[src/design/lfsc_pkg.sv]
// Shared types and constants for the LRU frame slot cache.
// No dependencies; imported by the tag store, the top level, the checker and tb_top.
`timescale 1ns / 1ps

package lfsc_pkg;

  localparam int FRAME_W     = 32;
  localparam int SLOT_W      = 3;
  localparam int IN_TDATA_W  = 32;
  localparam int OUT_FIELD_W = 1 + SLOT_W + 1 + FRAME_W;
  localparam int OUT_TDATA_W = 40;
  localparam int OUT_PAD_W   = OUT_TDATA_W - OUT_FIELD_W;

  typedef struct packed {
    logic               hit;
    logic [SLOT_W-1:0]  slot;
    logic               evicted_valid;
    logic [FRAME_W-1:0] evicted_frame;
  } lookup_result_t;

endpackage

[src/design/lru_frame_slot_cache_top.sv]
// Top level of the LRU frame slot cache: stream handshake, input and result registers.
// Depends on lfsc_pkg and lfsc_tag_store.
//
//   port group   dir  width  contents
//   s_*          in   32     request word: frame_number
//   m_*          out  40     result word: hit, slot, evicted_valid, evicted_frame
//
// A request word is registered on acceptance, looked up and the tag store updated
// once the result register can take it, and the result registered.
// One word per cycle is sustained unless m_tready stalls: the lookup is one compare per
// slot plus the rank update, all between the input register and the result register.
// Reset empties the store (fill count to zero); keys and ranks need no clearing.
// A stalled result holds the lookup stage, which in turn holds the input register.
`timescale 1ns / 1ps

module lru_frame_slot_cache_top
  import lfsc_pkg::*;
#(
  parameter int SLOTS = 8
) (
  input  logic                   clk,
  input  logic                   rst,
  input  logic                   s_tvalid,
  output logic                   s_tready,
  input  logic [IN_TDATA_W-1:0]  s_tdata,   // [31:0] frame_number
  output logic                   m_tvalid,
  input  logic                   m_tready,
  output logic [OUT_TDATA_W-1:0] m_tdata    // [0] hit, [3:1] slot, [4] evicted_valid,
                                            // [36:5] evicted_frame, [39:37] zero
);

  logic               in_valid;
  logic [FRAME_W-1:0] in_frame;
  logic               out_valid;
  lookup_result_t     out_result;
  lookup_result_t     result;
  logic               advance;
  logic               lookup_en;

  assign advance   = !out_valid || m_tready;
  assign lookup_en = in_valid && advance;
  assign s_tready  = !in_valid || advance;

  lfsc_tag_store #(
    .SLOTS (SLOTS)
  ) u_tag_store (
    .clk          (clk),
    .rst          (rst),
    .lookup_en    (lookup_en),
    .frame_number (in_frame),
    .result       (result)
  );

  always_ff @(posedge clk) begin
    if (rst) begin
      in_valid <= 1'b0;
    end else if (s_tvalid && s_tready) begin
      in_valid <= 1'b1;
    end else if (lookup_en) begin
      in_valid <= 1'b0;
    end
  end

  always_ff @(posedge clk) begin
    if (s_tvalid && s_tready) begin
      in_frame <= s_tdata[FRAME_W-1:0];
    end
  end

  always_ff @(posedge clk) begin
    if (rst) begin
      out_valid <= 1'b0;
    end else if (lookup_en) begin
      out_valid <= 1'b1;
    end else if (m_tready) begin
      out_valid <= 1'b0;
    end
  end

  always_ff @(posedge clk) begin
    if (lookup_en) begin
      out_result <= result;
    end
  end

  assign m_tvalid = out_valid;
  assign m_tdata  = {{OUT_PAD_W{1'b0}}, out_result.evicted_frame, out_result.evicted_valid,
                     out_result.slot, out_result.hit};

endmodule

[src/design/lfsc_tag_store.sv]
// Fully associative tag store with per-slot LRU ranks and the lookup logic.
// Depends on lfsc_pkg for the frame width and the result type.
`timescale 1ns / 1ps

module lfsc_tag_store
  import lfsc_pkg::*;
#(
  parameter int SLOTS = 8
) (
  input  logic               clk,
  input  logic               rst,
  input  logic               lookup_en,
  input  logic [FRAME_W-1:0] frame_number,
  output lookup_result_t     result
);

  localparam int IDX_W = (SLOTS > 1) ? $clog2(SLOTS) : 1;
  localparam int CNT_W = $clog2(SLOTS + 1);

  // rank 0 is least recently used, fill_count-1 most recently used
  logic [FRAME_W-1:0] keys [SLOTS];
  logic [IDX_W-1:0]   rank [SLOTS];
  logic [CNT_W-1:0]   fill_count;
  logic [CNT_W-1:0]   fill_count_next;

  logic [SLOTS-1:0]   valid_vec;
  logic [SLOTS-1:0]   hit_vec;
  logic [SLOTS-1:0]   victim_vec;
  logic               any_hit;
  logic               full;
  logic [IDX_W-1:0]   hit_idx;
  logic [IDX_W-1:0]   hit_rank;
  logic [IDX_W-1:0]   victim_idx;
  logic [FRAME_W-1:0] victim_key;
  logic [IDX_W-1:0]   last_rank;

  always_comb begin
    full       = (fill_count == CNT_W'(SLOTS));
    hit_idx    = '0;
    hit_rank   = '0;
    victim_idx = '0;
    victim_key = '0;
    for (int s = 0; s < SLOTS; s++) begin
      valid_vec[s]  = (CNT_W'(s) < fill_count);
      hit_vec[s]    = valid_vec[s] && (keys[s] == frame_number);
      victim_vec[s] = full && (rank[s] == '0);
      if (hit_vec[s]) begin
        hit_idx  = hit_idx | IDX_W'(s);
        hit_rank = hit_rank | rank[s];
      end
      if (victim_vec[s]) begin
        victim_idx = victim_idx | IDX_W'(s);
        victim_key = victim_key | keys[s];
      end
    end
    any_hit   = |hit_vec;
    last_rank = IDX_W'(fill_count - CNT_W'(1));
  end

  always_comb begin
    result.hit           = any_hit;
    result.evicted_valid = !any_hit && full;
    result.evicted_frame = (!any_hit && full) ? victim_key : '0;
    if (any_hit) begin
      result.slot = SLOT_W'(hit_idx);
    end else if (full) begin
      result.slot = SLOT_W'(victim_idx);
    end else begin
      result.slot = SLOT_W'(fill_count);
    end
  end

  always_comb begin
    fill_count_next = fill_count;
    if (lookup_en && !any_hit && !full) begin
      fill_count_next = fill_count + CNT_W'(1);
    end
  end

  always_ff @(posedge clk) begin
    if (rst) begin
      fill_count <= '0;
    end else begin
      fill_count <= fill_count_next;
    end
  end

  always_ff @(posedge clk) begin
    if (lookup_en) begin
      for (int s = 0; s < SLOTS; s++) begin
        if (any_hit) begin
          // promote the hit slot, close the gap above its old rank
          if (hit_vec[s]) begin
            rank[s] <= last_rank;
          end else if (valid_vec[s] && (rank[s] > hit_rank)) begin
            rank[s] <= rank[s] - IDX_W'(1);
          end
        end else if (!full) begin
          if (CNT_W'(s) == fill_count) begin
            keys[s] <= frame_number;
            rank[s] <= IDX_W'(fill_count);
          end
        end else begin
          // evict the LRU slot and age every other slot by one
          if (victim_vec[s]) begin
            keys[s] <= frame_number;
            rank[s] <= IDX_W'(SLOTS - 1);
          end else begin
            rank[s] <= rank[s] - IDX_W'(1);
          end
        end
      end
    end
  end

  a_victim_unique: assert property (@(posedge clk) disable iff (rst)
    full |-> $onehot(victim_vec))
    else $error("full store must have exactly one LRU slot");

  a_hit_unique: assert property (@(posedge clk) disable iff (rst)
    lookup_en |-> $onehot0(hit_vec))
    else $error("frame matched more than one slot");

  a_fill_bound: assert property (@(posedge clk) disable iff (rst)
    fill_count <= CNT_W'(SLOTS))
    else $error("fill count beyond slot count");

  a_fill_step: assert property (@(posedge clk) disable iff (rst)
    lookup_en && !any_hit && !full |=> fill_count == $past(fill_count) + CNT_W'(1))
    else $error("fill miss did not claim a new slot");

endmodule

[config.mk]
export PLATFORM = sky130hd
export DESIGN_NAME = lru_frame_slot_cache_top
export DESIGN_NICKNAME = d
export VERILOG_FILES = /design/src/design/lfsc_pkg.sv /design/src/design/lru_frame_slot_cache_top.sv /design/src/design/lfsc_tag_store.sv
export SDC_FILE = /design/constraint.sdc
export NUM_CORES = 1
export LEC_CHECK = 0
export BUFFER_PORTS_ARGS = -buffer_cell sky130_fd_sc_hd__buf_4
export CAP_MARGIN = 5
export CORE_UTILIZATION = 50
export DETAILED_ROUTE_END_ITERATION = 10
export GPL_TIMING_DRIVEN = 0
export PLACE_DENSITY = 0.67
export SLEW_MARGIN = 20
export SYNTH_ARGS = -nofsm -noshare
export SYNTH_HDL_FRONTEND = slang
export SYNTH_SLANG_ARGS = --single-unit
[constraint.sdc]
create_clock -name clk -period 12.3 [get_ports clk]
set_input_delay 1.23 -clock clk [delete_from_list [all_inputs] [get_ports clk]]
set_output_delay 1.23 -clock clk [all_outputs]
set_load 0.05 [all_outputs]
==> results.ini, run 1 <==
[grt]
grt_usage=0.342
grt_pass1_vias=11900
grtUsageMet1=0.460
antenna_found_initial=0
grt_pass1_wl_um=85100
grt.met2_usage=0.513
grt_use_met3=0.0885
grt_max_degree=38
grt_busiest_layer=met2
overflow=0

[setup_path]
crit_type=reg -> reg
crit_fanout=10
endpoint_kind=register
cp.required_ns=12.70
worstSetupStartpointType=register
ff2ff_path_depth=17
cp_data_arrival_time_ns=6.50

[timing]
finalMaxSlewViolations=0
fin_crit_sh=0.496
min_period_ns=6.10
hold_viol=0
max-slew-margin-rel=0.120
max_freq_mhz=164
final.setup.tns_ns=0
setup_viol=0
skew_ns=0.0257
rsz0062_at_grt=no
tightest_slew_ns=1.32

[logic_synthesis]
ys.flop_type=edfxtp_1
synth_warnings=0
ys_seq_elements=355
ys_types=64
yosysTopAreaCell=edfxtp_1
async_reset_ff_frac=0
yosysTopAreaCellShare=0.601
seq_area_frac_synth=0.608
postSynthAreaPerCell_um2=13.5
synthTopCellsByArea=edfxtp_1 (60%), xor2_1 (11%), a22oi_1 (3.2%)
syn_inst=1293
syn-cell-area_um2=17400
synth_edf_count=349

[die]
die_y_um=189
fp-row-count=68
initial_core_util=0.506
pin_count=78
core_area_um2=34500
die_w_um=189
dieArea_um2=35600

[place]
dp_hpwl_um=43400
routabilityCongestion=1.03
numPortBuffers=74

[power]
powerDensity_nw_per_um2=135
p_clk_frac=0.427
p_int_uw=2110
finalPower_uw=2750
p_switching_uw=639
seq_power_share=0.502
swShare=0.233
irDropWorstVdd_mv=0.112
total_leakage_power_uw=0.00685
combPwrFrac=0.071

[final_layout]
final_nets=1507
antenna_cells=0
drive_above_1_share=0.152
areaGrowthSynthToFinish_pct=16.6
fillers=2714

[flow_run]
maxCapViolations=0

[detailed_routing]
wl_per_cell_um=31.6
first_pass_iters=6
ant_nets=0
drtIter0Drc=1671
vias=12400
avgViaCountPerCell=6.52
drc=0
routed_wl_um=60200

[clocking]
cts_buffer_depth=3
clkSlewWorstSetupHoldPaths_ns=0.07
clockRootBuffer=clkbuf_16
cts_buffers=39
h-tree-depth=2
cts_tree=done
ctsHoldBuffers=0
post_cts_buffers=0
cts_repair_resize_count=0
insertion_delay_ns=0.57
clock-sinks=355

[hold_path]
min_delay_path_depth=2
min-delay-path-class=reg -> reg

[run_status]
status=finished, final reports clean

layout by cell type (no fill, tap or decap), drive strengths merged, types with 6 or more instances in the layout:
master,n
o21a,8
nor2b,9
nor4,56
a21oi,25
ha,44
buf,135
nand2b,10
clkbuf,79
xor2,217
dfxtp,6
nand3,20
clkinv,15
a221oi,43
o21ai,23
edfxtp,349
a31oi,38
a22oi,75
nand2,30
inv,29
a21o,8
nor2,50
nand4,18
xnor2,50
nor3,23
a22o,34
and3,7
synth_stat cells, types with 21 or more instances:
library cell	number
a21oi_1	25
a221oi_1	42
a22o_1	34
a22oi_1	75
a31oi_1	38
buf_2	30
clkbuf_1	35
edfxtp_1	349
ha_1	44
inv_1	25
nand2_1	30
nor2_1	48
nor3_1	21
nor4_1	48
xnor2_1	50
xor2_1	217
area by class of cell:
class                      instances  area (um^2)  area share
multi-input combinational        834         6410       0.315
sequential                       355        10600       0.521
clock inverter                    24          264      0.0130
clock buffer                      44          995      0.0489
inverter                          27          104     0.00510
buffer                            79          413      0.0203
tap                              455          569      0.0280
timing repair buffer              91          988      0.0486
final timing paths:
kind	slack (ns)	endpoint	startpoint
worst min register to register	0.54	m_tvalid	in_valid
worst min-delay path	0.54	m_tvalid	in_valid
worst max register to register	6.20	u_tag_store.rank[0][0]	u_tag_store.fill_count[0]
worst max-delay path	6.20	u_tag_store.rank[0][0]	u_tag_store.fill_count[0]
routing by layer:
layer  share of wire  vias up
met2            0.44      906
met1            0.38     6100
met3            0.12      185
met5               0        -
li1                -     5249
met4           0.054        0
power groups by stage:
stage	Sequential, uW	Clock, uW	Combinational, uW
after floorplan	1410	0	96.7
after global placement	1400	0	181
after detailed placement	1400	0	189
after CTS	1380	1190	191
after global routing	1380	1230	202
final	1380	1170	195
per-stage QoR:
step | worst slack [ns] | cells | area, um^2 | hold slack, ns | utilization
after floorplan | 7.48 | 1295 | 17500 | 0.487 | -
after global placement | 3.61 | 1824 | 18600 | 0.507 | 0.539
after detailed placement | 6.47 | 1841 | 19100 | 0.533 | 0.554
after CTS | 6.43 | 1909 | 20300 | 0.546 | 0.590
after global routing | 6.15 | 1909 | 20300 | 0.581 | 0.590
final | 6.20 | 1909 | 20300 | 0.537 | 0.590
registers in the layout, summed over array words and instances (netlist names):
| name | flops |
|---|---|
| m_tdata | 37 |
| m_tvalid | 1 |
| in_frame | 32 |
| u_tag_store.keys | 256 |
| u_tag_store.fill_count | 4 |
| u_tag_store.rank | 24 |
| in_valid | 1 |
critical path, cell delays in order, from the launching register on:
cell      delay (ns)
dfxtp_1         0.34
clkbuf_1        0.47
inv_1           0.29
ha_1            0.28
nor2b_1         0.28
o211ai_1        0.23
or4_4           0.53
nor4_4          0.72
a22o_1          0.29
a221oi_1        0.06
and3_1          0.45
ha_1            0.42
a32o_1          0.24
nor3_1          0.42
nand2_1         0.09
mux2_2          0.27
a221o_1         0.31
a21oi_1         0.19
cell families (layout without fill, tap and decap cells):
family	after synthesis	in the layout	synth area share
AOI/OAI and AO/OA	276	276	0.116
xor gates and xnor gates	267	267	0.134
adders and majority gates	44	44	0.0316
buffers and inverters	106	265	0.0294
DFF	355	355	0.608
muxes	7	7	0.00423
other	1	3	0.000215
and+or+nand+nor	237	237	0.0764
(Power assumes the default switching activity.)
==> inputs of run 2 (changes only) <==
--- a/config.mk
+++ b/config.mk
@@ -5,6 +5,7 @@
 export SDC_FILE = /design/constraint.sdc
 export NUM_CORES = 1
 export LEC_CHECK = 0
+export ABC_AREA = 1
 export BUFFER_PORTS_ARGS = -buffer_cell sky130_fd_sc_hd__buf_4
 export CAP_MARGIN = 5
 export CORE_UTILIZATION = 50
==> constraint.sdc (replaced) <==
create_clock -name clk -period 6.3 [get_ports clk]
set_input_delay 0.63 -clock clk [delete_from_list [all_inputs] [get_ports clk]]
set_output_delay 0.63 -clock clk [all_outputs]
set_load 0.05 [all_outputs]
==> run 2 against run 1 <==
Critical path depth rose by 6. Flip-flop and latch count did not move. Hold slack got worse by 0.32 ns. Fmax rose by 12%. Die area rose by 14%. Cell area rose by 11%. Clock-buffer cell count rose by 4.
==> results.ini, run 2 <==
[setup_path]
cp_data_arrival_time_ns=5.76
cp.required_ns=6.63
endpoint_kind=register
cp_slowest_cell=nor4_2
max_stage_delay_ns=0.77
worstSetupStartpointType=register
crit_type=reg -> reg
crit_fanout=12
crit_chain=clkbuf_1 -> inv_1 -> clkbuf_1 -> ha_1 -> nand2_2 -> nand3_1 -> nor2_1 -> nand2_1 -> nor2_1 -> nand3_1 -> o22ai_1 -> nor4_2 -> buf_6 -> ha_1 -> nand2_1 -> o21ai_0 -> nand2_1 -> nor3_1 -> nand3_1 -> nand2_1 -> a21oi_1 -> nor2_1 -> nor2_1

[logic_synthesis]
synthTopCellsByArea=edfxtp_1 (53%), nand2_1 (13%), inv_1 (5.1%)
syn-cell-area_um2=19900
yosysTopAreaCell=edfxtp_1
synth_warnings=0
ys_types=53
yosysTopAreaCellShare=0.527
synth_simple_gate_area_frac=0.233
synth_compound_area_frac=0.0830
seq_area_frac_synth=0.533
ys.flop_type=edfxtp_1
synth_top_family_by_area=simple AND/OR/NAND/NOR gates
synth-xor-area-share=0.0439
postSynthAreaPerCell_um2=8.79
yosysMostFrequentCell=nand2_1
yosys-mux-area-fraction=0
synth_fa_ha_area_frac=0.0277
synth_commonest_cells=nand2_1 (711), edfxtp_1 (349), inv_1 (272), nor2_1 (229), nand3_1 (91)
syn_inst=2265
async_reset_ff_frac=0
synth_edf_count=349
ys_seq_elements=355

[clocking]
h-tree-depth=2
clkSlewWorstSetupHoldPaths_ns=0.06
ctsHoldBuffers=0
cts_repair_resize_count=0
insertion_delay_ns=0.59
cts_buffers=40
cts_tree=done
clock-sinks=355
clockRootBuffer=clkbuf_16
post_cts_buffers=0
cts_buffer_depth=3

[detailed_routing]
drc=0
first_pass_iters=8
drtIter0Drc=2739
vias=17400
ant_nets=0
wl_per_cell_um=27.7
avgViaCountPerCell=5.90
routed_wl_um=81400

[final_layout]
layout_commonest_cell=nand2_1
final_cell_mix=nand2_1 (709), edfxtp_1 (349), inv_1 (266), nor2_1 (228), buf_4 (107)
final_nets=2471
largest_register_ffs=256
final_area_um2=22500
regMostFlops=u_tag_store.keys
finish.utilization=0.579
areaGrowthSynthToFinish_pct=13.2
drive_above_1_share=0.111

[timing]
min_period_ns=5.43
final.setup.tns_ns=0
hold_viol=0
setup_ws_ns=0.870
skew_ns=0.0177
tightest_slew_ns=1.30
fin_crit_sh=0.862
max_freq_mhz=184
finalMaxSlewViolations=0
max-slew-margin-rel=0.133
rsz0062_at_grt=no
setup_viol=0

[place]
pre_cts_ws_ns=1.07
routabilityCongestion=1.04
numPortBuffers=74
dp_hpwl_um=58900
postPlaceCellArea_um2=21300

[grt]
grt_pass1_wl_um=113000
antenna_found_initial=6
overflow=0
grt_usage=0.401
grt_max_degree=36
grt_pass1_vias=15900

[power]
p_int_uw=4010
total_leakage_power_uw=0.00948
combPwrFrac=0.090
seq_power_share=0.499
swShare=0.259
irDropWorstVdd_mv=0.272
finalPower_uw=5410
p_clk_frac=0.411
p_switching_uw=1400
powerDensity_nw_per_um2=240

[run_status]
status=finished, final reports clean

[die]
fp-row-count=72
pin_count=78
initial_core_util=0.511
die_w_um=202
die_y_um=202
core_area_um2=38900
dieArea_um2=40600

[hold_path]
min-delay-path-class=in -> reg

[flow_run]
maxCapViolations=0

run 2: changes by cell type after synthesis, moves of 26 or more:
cell and delta:
nand3_1 +72, a22oi_1 -75, a31oi_1 -33, a22o_1 -33
nor4_1 -45, xor2_1 -183, nand2_1 +681, buf_4 +26
o21ai_0 +63, nor2_1 +181, inv_1 +247, a21oi_1 +56
run 2: final cells by class:
class	instances	area (um^2)
fillers	3478	16400
flip-flops and latches	355	10600
multi-input cells	1540	7760
inverters	303	1150
clock buffers	48	1030
repair buffers	82	694
well taps	518	648
plain buffers	69	443
clock inverters	25	179
diodes	4	10.0
run 2: critical path, delay by kind of cell, from the launching register on:
family,cells,cell delay [ns]
buffers and inverters,4,1.33
AND/OR/NAND/NOR,14,2.65
flip-flops,1,0.31
adder cells (fa/ha/maj),2,0.47
AO/OA/AOI/OAI,3,0.41
run 2: metal layers:
layer / track usage / vias up / wire length, um
li1: - / 7735 / -
met1: 0.544 / 8176 / 31400
met2: 0.586 / 1195 / 34600
met3: 0.0925 / 270 / 10000
met4: 0.237 / 4 / 5370
met5: 0 / - / 23
run 2: cell families after synthesis:
family          after synthesis
buf+inv                     372
compound gates              273
fa+ha+maj                    44
xor+xnor                     99
simple gates               1121
flops                       355
other cells                   1
run 2: through the flow:
step,hold WS (ns),instances
after detailed placement,0.514,2867
after global placement,0.493,2859
final,0.217,2944
after floorplan,0.544,2267
after CTS,0.208,2940
after global routing,0.216,2941
run 2: power by group through the flow:
stage / clock network [uW] / registers, uW / logic (uW)
3_5_place_dp: 0 / 2750 / 469
5_1_grt: 2300 / 2700 / 513
3_3_place_gp: 0 / 2750 / 460
6_report: 2220 / 2700 / 486
2_1_floorplan: 0 / 2760 / 257
4_1_cts: 2220 / 2700 / 471
run 2: final timing paths:
kind,start,slack [ns],depth (start not counted),endpoint
max,u_tag_store.fill_count[0],0.87,23,u_tag_store.rank[0][6]
min,s_tdata[7],0.22,1,in_frame[7]
max reg2reg,u_tag_store.fill_count[0],0.87,23,u_tag_store.rank[0][6]
min reg2reg,m_tvalid,0.53,2,m_tvalid
